[src/sv/nnsa_pkg.sv]
// shared widths, register indexes and payload types of the scaling address generator
package nnsa_pkg;

  // coordinate and image size width
  localparam int unsigned CoordBits   = 12;
  // byte offset width of a result
  localparam int unsigned OffsetBits  = 26;
  // bytes per pixel register width
  localparam int unsigned PixBits     = 3;
  // configuration port widths
  localparam int unsigned CfgIdxBits  = 3;
  localparam int unsigned CfgDataBits = CoordBits;

  // configuration register indexes
  localparam logic [CfgIdxBits-1:0] CfgSrcWidth  = 3'd0;
  localparam logic [CfgIdxBits-1:0] CfgSrcHeight = 3'd1;
  localparam logic [CfgIdxBits-1:0] CfgDstWidth  = 3'd2;
  localparam logic [CfgIdxBits-1:0] CfgDstHeight = 3'd3;
  localparam logic [CfgIdxBits-1:0] CfgPixBytes  = 3'd4;

  // input request: one destination pixel
  typedef struct packed {
    logic [CoordBits-1:0] dst_x;
    logic [CoordBits-1:0] dst_y;
  } in_t;

  // result request
  typedef struct packed {
    logic [OffsetBits-1:0] src_offset;
    logic [OffsetBits-1:0] dst_offset;
    logic                  out_of_range;
  } out_t;

  // per-item data carried alongside the divider and offset stages
  typedef struct packed {
    logic [CoordBits-1:0] dx;
    logic [CoordBits-1:0] dy;
    logic                 oor;
  } side_t;

endpackage

[src/sv/nnsa_divider.sv]
// pipelined restoring divider, one quotient bit per stage, for both axes at once
module nnsa_divider import nnsa_pkg::*; (
  input  logic                   clk_i,
  input  logic                   rst_ni,
  input  logic                   valid_i,
  output logic                   ready_o,
  input  logic [2*CoordBits-1:0] num_x_i,
  input  logic [2*CoordBits-1:0] num_y_i,
  input  logic [CoordBits-1:0]   den_x_i,
  input  logic [CoordBits-1:0]   den_y_i,
  input  side_t                  side_i,
  output logic                   valid_o,
  input  logic                   ready_i,
  output logic [CoordBits-1:0]   quo_x_o,
  output logic [CoordBits-1:0]   quo_y_o,
  output side_t                  side_o
);

  localparam int unsigned N = CoordBits;
  localparam int unsigned W = 2 * CoordBits;

  // one restoring step: upper half is the partial remainder, lower half
  // shifts dividend bits out at the top and quotient bits in at the bottom
  function automatic logic [W-1:0] div_step(input logic [W-1:0] w,
                                            input logic [N-1:0] d);
    logic [N:0]   t;
    logic         ge;
    logic [N:0]   r;
    t  = {w[W-1:N], w[N-1]};
    ge = (t >= {1'b0, d});
    r  = ge ? (t - {1'b0, d}) : t;
    return {r[N-1:0], w[N-2:0], ge};
  endfunction

  logic           vld_q  [N];
  logic [W-1:0]   wx_q   [N];
  logic [W-1:0]   wy_q   [N];
  side_t          side_q [N];

  logic           rdy    [N+1];
  logic           src_v  [N];
  logic [W-1:0]   src_x  [N];
  logic [W-1:0]   src_y  [N];
  side_t          src_s  [N];
  logic [W-1:0]   wx_d   [N];
  logic [W-1:0]   wy_d   [N];

  // stage sources and ready chain
  always_comb begin
    src_v[0] = valid_i;
    src_x[0] = num_x_i;
    src_y[0] = num_y_i;
    src_s[0] = side_i;
    for (int k = 1; k < N; k++) begin
      src_v[k] = vld_q[k-1];
      src_x[k] = wx_q[k-1];
      src_y[k] = wy_q[k-1];
      src_s[k] = side_q[k-1];
    end
    rdy[N] = ready_i;
    for (int k = N - 1; k >= 0; k--) begin
      rdy[k] = !vld_q[k] || rdy[k+1];
    end
    for (int k = 0; k < N; k++) begin
      wx_d[k] = div_step(src_x[k], den_x_i);
      wy_d[k] = div_step(src_y[k], den_y_i);
    end
  end

  // valid bits
  always_ff @(posedge clk_i or negedge rst_ni) begin
    if (!rst_ni) begin
      for (int k = 0; k < N; k++) vld_q[k] <= 1'b0;
    end else begin
      for (int k = 0; k < N; k++) begin
        if (rdy[k]) vld_q[k] <= src_v[k];
      end
    end
  end

  // stage data
  always_ff @(posedge clk_i) begin
    for (int k = 0; k < N; k++) begin
      if (rdy[k]) begin
        wx_q[k]   <= wx_d[k];
        wy_q[k]   <= wy_d[k];
        side_q[k] <= src_s[k];
      end
    end
  end

  assign ready_o = rdy[0];
  assign valid_o = vld_q[N-1];
  assign quo_x_o = wx_q[N-1][N-1:0];
  assign quo_y_o = wy_q[N-1][N-1:0];
  assign side_o  = side_q[N-1];

endmodule

[src/sv/nnsa_offset.sv]
// row multiply, column add and pixel size multiply, ending in the output register
module nnsa_offset import nnsa_pkg::*; (
  input  logic                 clk_i,
  input  logic                 rst_ni,
  input  logic                 valid_i,
  output logic                 ready_o,
  input  logic [CoordBits-1:0] quo_x_i,
  input  logic [CoordBits-1:0] quo_y_i,
  input  side_t                side_i,
  input  logic [CoordBits-1:0] src_width_i,
  input  logic [CoordBits-1:0] dst_width_i,
  input  logic [PixBits-1:0]   pixel_bytes_i,
  output logic                 valid_o,
  input  logic                 ready_i,
  output out_t                 data_o
);

  localparam int unsigned RW = 2 * CoordBits;
  localparam int unsigned SW = RW + 1;
  localparam int unsigned PW = SW + PixBits;
  localparam int unsigned WW = (PW > OffsetBits) ? PW : OffsetBits;

  // stage a: row times width
  logic                 a_vld_q;
  logic [RW-1:0]        a_rs_q;
  logic [RW-1:0]        a_rd_q;
  logic [CoordBits-1:0] a_sx_q;
  side_t                a_side_q;
  // stage b: plus column
  logic                 b_vld_q;
  logic [SW-1:0]        b_ls_q;
  logic [SW-1:0]        b_ld_q;
  logic                 b_oor_q;
  // stage c: output register
  logic                 c_vld_q;
  out_t                 c_data_q;
  out_t                 c_data_d;

  logic a_rdy, b_rdy, c_rdy;
  logic [PW-1:0] prod_s, prod_d;
  logic [WW-1:0] wide_s, wide_d;

  // ready chain
  assign c_rdy = !c_vld_q || ready_i;
  assign b_rdy = !b_vld_q || c_rdy;
  assign a_rdy = !a_vld_q || b_rdy;

  // pixel size multiply, wrapped to the offset width, zero outside the image
  always_comb begin
    prod_s = PW'(b_ls_q) * PW'(pixel_bytes_i);
    prod_d = PW'(b_ld_q) * PW'(pixel_bytes_i);
    wide_s = WW'(prod_s);
    wide_d = WW'(prod_d);
    c_data_d.out_of_range = b_oor_q;
    c_data_d.src_offset   = b_oor_q ? '0 : wide_s[OffsetBits-1:0];
    c_data_d.dst_offset   = b_oor_q ? '0 : wide_d[OffsetBits-1:0];
  end

  // valid bits
  always_ff @(posedge clk_i or negedge rst_ni) begin
    if (!rst_ni) begin
      a_vld_q <= 1'b0;
      b_vld_q <= 1'b0;
      c_vld_q <= 1'b0;
    end else begin
      if (a_rdy) a_vld_q <= valid_i;
      if (b_rdy) b_vld_q <= a_vld_q;
      if (c_rdy) c_vld_q <= b_vld_q;
    end
  end

  // stage data
  always_ff @(posedge clk_i) begin
    if (a_rdy) begin
      a_rs_q   <= RW'(quo_y_i) * RW'(src_width_i);
      a_rd_q   <= RW'(side_i.dy) * RW'(dst_width_i);
      a_sx_q   <= quo_x_i;
      a_side_q <= side_i;
    end
    if (b_rdy) begin
      b_ls_q  <= SW'(a_rs_q) + SW'(a_sx_q);
      b_ld_q  <= SW'(a_rd_q) + SW'(a_side_q.dx);
      b_oor_q <= a_side_q.oor;
    end
    if (c_rdy) begin
      c_data_q <= c_data_d;
    end
  end

  assign ready_o = a_rdy;
  assign valid_o = c_vld_q;
  assign data_o  = c_data_q;

endmodule

[src/sv/nearest_neighbor_scale_addr.sv]
// top level of the nearest-neighbor scaling address generator
//
// Input channel: in_valid_i / in_stall_o with one destination pixel (dst_x, dst_y)
// per request. Output channel: out_valid_o / out_stall_i with the source and
// destination byte offsets and an out-of-range flag, one result per input.
// A request moves when valid is high and stall is low.
// Configuration: cfg_valid_i / cfg_ready_o write port, index 0 source width,
// 1 source height, 2 destination width, 3 destination height, 4 bytes per
// pixel; other indexes are ignored. Write only while the pipeline is empty.
// Stages: one multiply stage, one divider stage per quotient bit, then row
// multiply, column add and pixel size multiply into the output register.
// Throughput is one pixel per cycle while the output is not stalled; every
// stage has its own valid bit.
// Reset empties the pipeline and sets all sizes to 1 and 4 bytes per pixel.
// A stalled receiver holds the output register; earlier stages keep filling
// bubbles and in_stall_o rises only once every stage holds a pixel.
module nearest_neighbor_scale_addr import nnsa_pkg::*; (
  input  logic                   clk_i,
  input  logic                   rst_ni,
  input  logic                   in_valid_i,
  output logic                   in_stall_o,
  input  in_t                    in_data_i,
  output logic                   out_valid_o,
  input  logic                   out_stall_i,
  output out_t                   out_data_o,
  input  logic                   cfg_valid_i,
  output logic                   cfg_ready_o,
  input  logic [CfgIdxBits-1:0]  cfg_index_i,
  input  logic [CfgDataBits-1:0] cfg_data_i
);

  localparam int unsigned W = 2 * CoordBits;

  logic [CoordBits-1:0] src_width_q, src_height_q, dst_width_q, dst_height_q;
  logic [PixBits-1:0]   pixel_bytes_q;

  logic          s1_vld_q;
  logic [W-1:0]  s1_px_q, s1_py_q;
  side_t         s1_side_q;
  side_t         s1_side_d;
  logic          s1_rdy;

  logic                 div_ready, div_valid, off_ready;
  logic [CoordBits-1:0] quo_x, quo_y;
  side_t                div_side;

  // configuration registers
  assign cfg_ready_o = 1'b1;

  always_ff @(posedge clk_i or negedge rst_ni) begin
    if (!rst_ni) begin
      src_width_q   <= CoordBits'(1);
      src_height_q  <= CoordBits'(1);
      dst_width_q   <= CoordBits'(1);
      dst_height_q  <= CoordBits'(1);
      pixel_bytes_q <= PixBits'(4);
    end else if (cfg_valid_i && cfg_ready_o) begin
      unique case (cfg_index_i)
        CfgSrcWidth:  src_width_q   <= cfg_data_i;
        CfgSrcHeight: src_height_q  <= cfg_data_i;
        CfgDstWidth:  dst_width_q   <= cfg_data_i;
        CfgDstHeight: dst_height_q  <= cfg_data_i;
        CfgPixBytes:  pixel_bytes_q <= cfg_data_i[PixBits-1:0];
        default: ;
      endcase
    end
  end

  // first stage: range check and scale multiplies
  assign s1_rdy     = !s1_vld_q || div_ready;
  assign in_stall_o = !s1_rdy;

  always_comb begin
    s1_side_d.dx  = in_data_i.dst_x;
    s1_side_d.dy  = in_data_i.dst_y;
    s1_side_d.oor = (in_data_i.dst_x >= dst_width_q) || (in_data_i.dst_y >= dst_height_q);
  end

  always_ff @(posedge clk_i or negedge rst_ni) begin
    if (!rst_ni) begin
      s1_vld_q <= 1'b0;
    end else if (s1_rdy) begin
      s1_vld_q <= in_valid_i;
    end
  end

  always_ff @(posedge clk_i) begin
    if (s1_rdy) begin
      s1_px_q   <= W'(in_data_i.dst_x) * W'(src_width_q);
      s1_py_q   <= W'(in_data_i.dst_y) * W'(src_height_q);
      s1_side_q <= s1_side_d;
    end
  end

  // source coordinate divider
  nnsa_divider u_div (
    .clk_i   (clk_i),
    .rst_ni  (rst_ni),
    .valid_i (s1_vld_q),
    .ready_o (div_ready),
    .num_x_i (s1_px_q),
    .num_y_i (s1_py_q),
    .den_x_i (dst_width_q),
    .den_y_i (dst_height_q),
    .side_i  (s1_side_q),
    .valid_o (div_valid),
    .ready_i (off_ready),
    .quo_x_o (quo_x),
    .quo_y_o (quo_y),
    .side_o  (div_side)
  );

  // byte offset stages
  nnsa_offset u_off (
    .clk_i         (clk_i),
    .rst_ni        (rst_ni),
    .valid_i       (div_valid),
    .ready_o       (off_ready),
    .quo_x_i       (quo_x),
    .quo_y_i       (quo_y),
    .side_i        (div_side),
    .src_width_i   (src_width_q),
    .dst_width_i   (dst_width_q),
    .pixel_bytes_i (pixel_bytes_q),
    .valid_o       (out_valid_o),
    .ready_i       (!out_stall_i),
    .data_o        (out_data_o)
  );

  // a pixel outside the destination never carries an offset
  a_oor_zero: assert property (@(posedge clk_i) disable iff (!rst_ni)
    out_valid_o && out_data_o.out_of_range
      |-> out_data_o.src_offset == '0 && out_data_o.dst_offset == '0)
    else $error("out-of-range result with nonzero offset");

  // a draining output lets the whole pipeline move
  a_no_false_stall: assert property (@(posedge clk_i) disable iff (!rst_ni)
    !out_stall_i |-> !in_stall_o)
    else $error("input stalled while output drains");

  // zero bytes per pixel gives zero offsets
  a_zero_pix: assert property (@(posedge clk_i) disable iff (!rst_ni)
    out_valid_o && pixel_bytes_q == '0
      |-> out_data_o.src_offset == '0 && out_data_o.dst_offset == '0)
    else $error("nonzero offset with zero pixel size");

endmodule
[config.mk]
export PLATFORM = sky130hd
export DESIGN_NAME = nearest_neighbor_scale_addr
export DESIGN_NICKNAME = d
export VERILOG_FILES = /design/src/sv/nnsa_pkg.sv /design/src/sv/nnsa_divider.sv /design/src/sv/nnsa_offset.sv /design/src/sv/nearest_neighbor_scale_addr.sv
export SDC_FILE = /design/constraint.sdc
export NUM_CORES = 2
export LEC_CHECK = 0
export ABC_AREA = 1
export BUFFER_PORTS_ARGS = -buffer_cell sky130_fd_sc_hd__buf_4
export CAP_MARGIN = 20
export CORE_UTILIZATION = 30
export DETAILED_ROUTE_END_ITERATION = 7
export HOLD_SLACK_MARGIN = 0.12
export PLACE_DENSITY = 0.51
export RECOVER_POWER = 50
export SLEW_MARGIN = 20
export SYNTH_ARGS = -nofsm -noshare
export SYNTH_HDL_FRONTEND = slang
export SYNTH_HIERARCHICAL = 1
export SYNTH_SLANG_ARGS = --single-unit
[constraint.sdc]
create_clock -name clk_i -period 16.6 [get_ports clk_i]
set_clock_uncertainty 0.2 [all_clocks]
set_input_delay 1.66 -clock clk_i [delete_from_list [all_inputs] [get_ports clk_i]]
set_output_delay 1.66 -clock clk_i [all_outputs]
set_load 0.02 [all_outputs]
==> reports/qor.csv <==
metric,value,unit
run status,"finished, violations left",
failing checks,"max-capacitance violations, max-slew violations",
fmax,105,MHz
Post-CTS Resized,0,
area of the multi-input gates,39300,µm²
row count,191,
CTS tree,yes,
Synth Flop Type,edfxtp_1,
Reg2Reg Capture Point,s1_side_q[22],
vias post-DR,57124,
Clock Tree Buf Depth,4,
Top Ports,100,
R2R Path Start,u_off/valid_o,
Synth Area in XOR/XNOR,2.31,%
largest net degree at the start of global routing,76,
CP Max Fanout,75,
layout cells sized above 1,5.42,%
clock latency at the later pin of the worst-skew pair,0.80,ns
post-CTS setup buffer count,0,
Max Transition Viols Final,259,
mapped cell area,81900,µm²
Die X,525,µm
final wirelength,202000,µm
Cells after DPL,12366,
CP required,14.74,ns
post-synthesis compound-gate area fraction,6.00,%
"setup slack, reg-to-reg",8.88,ns
Slew headroom,-97.8,%
number of global-route vias before repair,57679,
fillers,27844,
Die Y,525,µm
Synth top cells by count,"2532 x nand2_1, 1704 x inv_1, 1102 x edfxtp_1, 632 x ha_1, 472 x fa_1",
Post-synth EDFFs,1102,
Hold Fails Final Rpt,0,
final setup fails,0,
H-tree depth,4,
WL/cell,16.0,µm
CTS Hold Bufs,0,
Post-Synthesis Cells,8851,
Post-Synth Simple-Gate Area,18.7,%
largest family of logic cells by synthesized area,adder cells,
RSZ-0062 raised after global routing,no,
PortBufs,98,
syn_area_per_cell,9.26,µm²
Final Cycle Share,57.2,%
Synth cell types,54,
# DRC,0,
max-cap violations,7,
Crit. End Element,primary output,
GRT Overall Usage,14.6,%
Layout Nets,10088,
Vias/cell,4.53,
register area share after synthesis,42.4,%
DR iter-0 viols,3492,
core region area,271000,µm²
Setup crit end,in_stall_o,
first-pass GRT wire length,320000,µm
final instance area,90300,µm²
Synth Area in Adders,21.2,%
Layout area overhead,10.2,%
most numerous cell in the Yosys netlist,nand2_1,
Ys Warns,6,
TritonCTS Buffers,139,
Critical Path Source,out_stall_i,
sum of negative setup slack,0,ns
Total Die Area,275000,µm²
Synth Register Bits,1169,
class of the worst hold path,reg2reg,
CTS root buffer,clkbuf_16,
CP arrival,7.64,ns
clk slew on worst S/H paths,0.06,ns
leading area contributor after synthesis,edfxtp_1,
ys async rst share,5.73,%
antenna-violating nets left,0,
final std cells w/o fill,12616,
routability cong.,0.860,
1st-pass router iterations,6,
Synthesized Nets,9999,
FF/Latch Area,34800,µm²
reg2reg path depth,15,
CP Launch Type,input pin,
hpwl dp,152000,µm
kind of critical path,in2out,
Slew @ Worst Pin,2.97,ns
Util after Layout,33.3,%
starting density of the core,30.2,%
share of the synthesized area in the top cell type,40.4,%
dpl cell area,86400,µm²
Tmin final,9.50,ns
mux share of post-synthesis cell area,0,%
initial antenna violation count,11,
Sink Count,1169,
grt ovf,0,
synth top area cells,"edfxtp_1 40%, nand2_1 12%, fa_1 12%",
final cells by class:
class,instances,area share (%)
multi-input cells,5762,43.5
diodes,4,0.0111
clock buffers,172,4.14
inverters,1725,7.18
clock inverters,71,0.827
well taps,3570,4.95
repair buffers,143,0.858
flip-flops and latches,1169,38.5
placed cells by master (no fill, tap or decap), types with 21 or more instances in the layout:
master,count
nand2_1,2529
inv_1,1699
edfxtp_1,1102
ha_1,632
fa_1,472
nor2_1,412
nand3_1,287
a21oi_1,283
o21ai_0,259
xor2_1,156
clkbuf_16,144
nand4_1,126
clkbuf_1,112
o21ai_1,68
nand3b_1,64
dfrtp_1,61
xnor2_1,60
buf_4,53
a21o_1,50
o21ai_2,45
a21oi_2,42
nor3_1,42
nand3_2,40
nor4_1,35
o21a_1,34
nand2_2,32
clkinv_2,22
clkinv_1,21
critical path, cell delays in order:
cell      delay (ns)
clkbuf_4        0.11
inv_1           0.07
inv_1           0.06
nand2_2         0.04
clkbuf_1        2.09
nor2_1          0.40
nand2_4         0.16
buf_4           0.69
inv_1           0.30
nand4_4         0.48
nor3_2          0.12
nand4_1         0.27
nor2_2          0.15
nand4_1         0.13
buf_4           0.46
nor2_1          0.17
buf_4           0.19
routing by layer:
metal  up-vias  wire length [µm]  track usage (%)
met2      1058             97500             25.5
met4         0              5510             4.33
met1     27282             90500             18.8
met5         -                 0                0
li1      28501                 -                -
met3       283              8580             1.85
state kept, by name, summed over array words and instances (netlist names), 25 cells and up:
| signal | count |
|---|---|
| s1_side_q | 25 |
| u_div/wx_q | 276 |
| u_div/side_q | 300 |
| u_off/b_ld_q | 25 |
| u_div/wy_q | 276 |
| u_off/b_ls_q | 25 |
| u_off/data_o | 53 |
cells by family (layout without fill, tap and decap cells):
group,Yosys count,after routing
XOR/XNOR,216,216
adder cells (fa/ha/maj),1104,1104
AND/OR/NAND/NOR,3630,3630
flip-flops,1169,1169
AO/OA/AOI/OAI,811,811
buffers and inverters,1920,2111
other,1,5
worst min path at each step:
| stage | cells past startpoint | slack (ns) | endpoint | start |
|---|---|---|---|---|
| finish | 0 | 0.20 | u_div/wx_q[1][58] | u_div/wx_q[1][33] |
| global route | 0 | 0.20 | u_div/side_q[2][55] | u_div/side_q[2][30] |
| CTS | 0 | 0.19 | u_div/wx_q[1][58] | u_div/wx_q[1][33] |
| detailed placement | 0 | 0.20 | u_div/side_q[0][13] | s1_side_q[13] |
| global placement | 0 | 0.20 | u_div/side_q[0][97] | u_div/side_q[0][72] |
| floorplan | 0 | 0.20 | u_div/side_q[0][0] | s1_side_q[0] |
metrics by stage:
| stage | hold WS (ns) | setup WS, ns |
|---|---|---|
| 2_1_floorplan | 0.200 | 1.74 |
| 3_3_place_gp | 0.201 | 8.51 |
| 3_5_place_dp | 0.205 | 8.52 |
| 4_1_cts | 0.192 | 8.51 |
| 5_1_grt | 0.202 | 6.34 |
| 6_report | 0.197 | 7.10 |
Power is not shown: default switching activity piles up to over one toggle a cycle in this logic, so the estimate is an artifact.
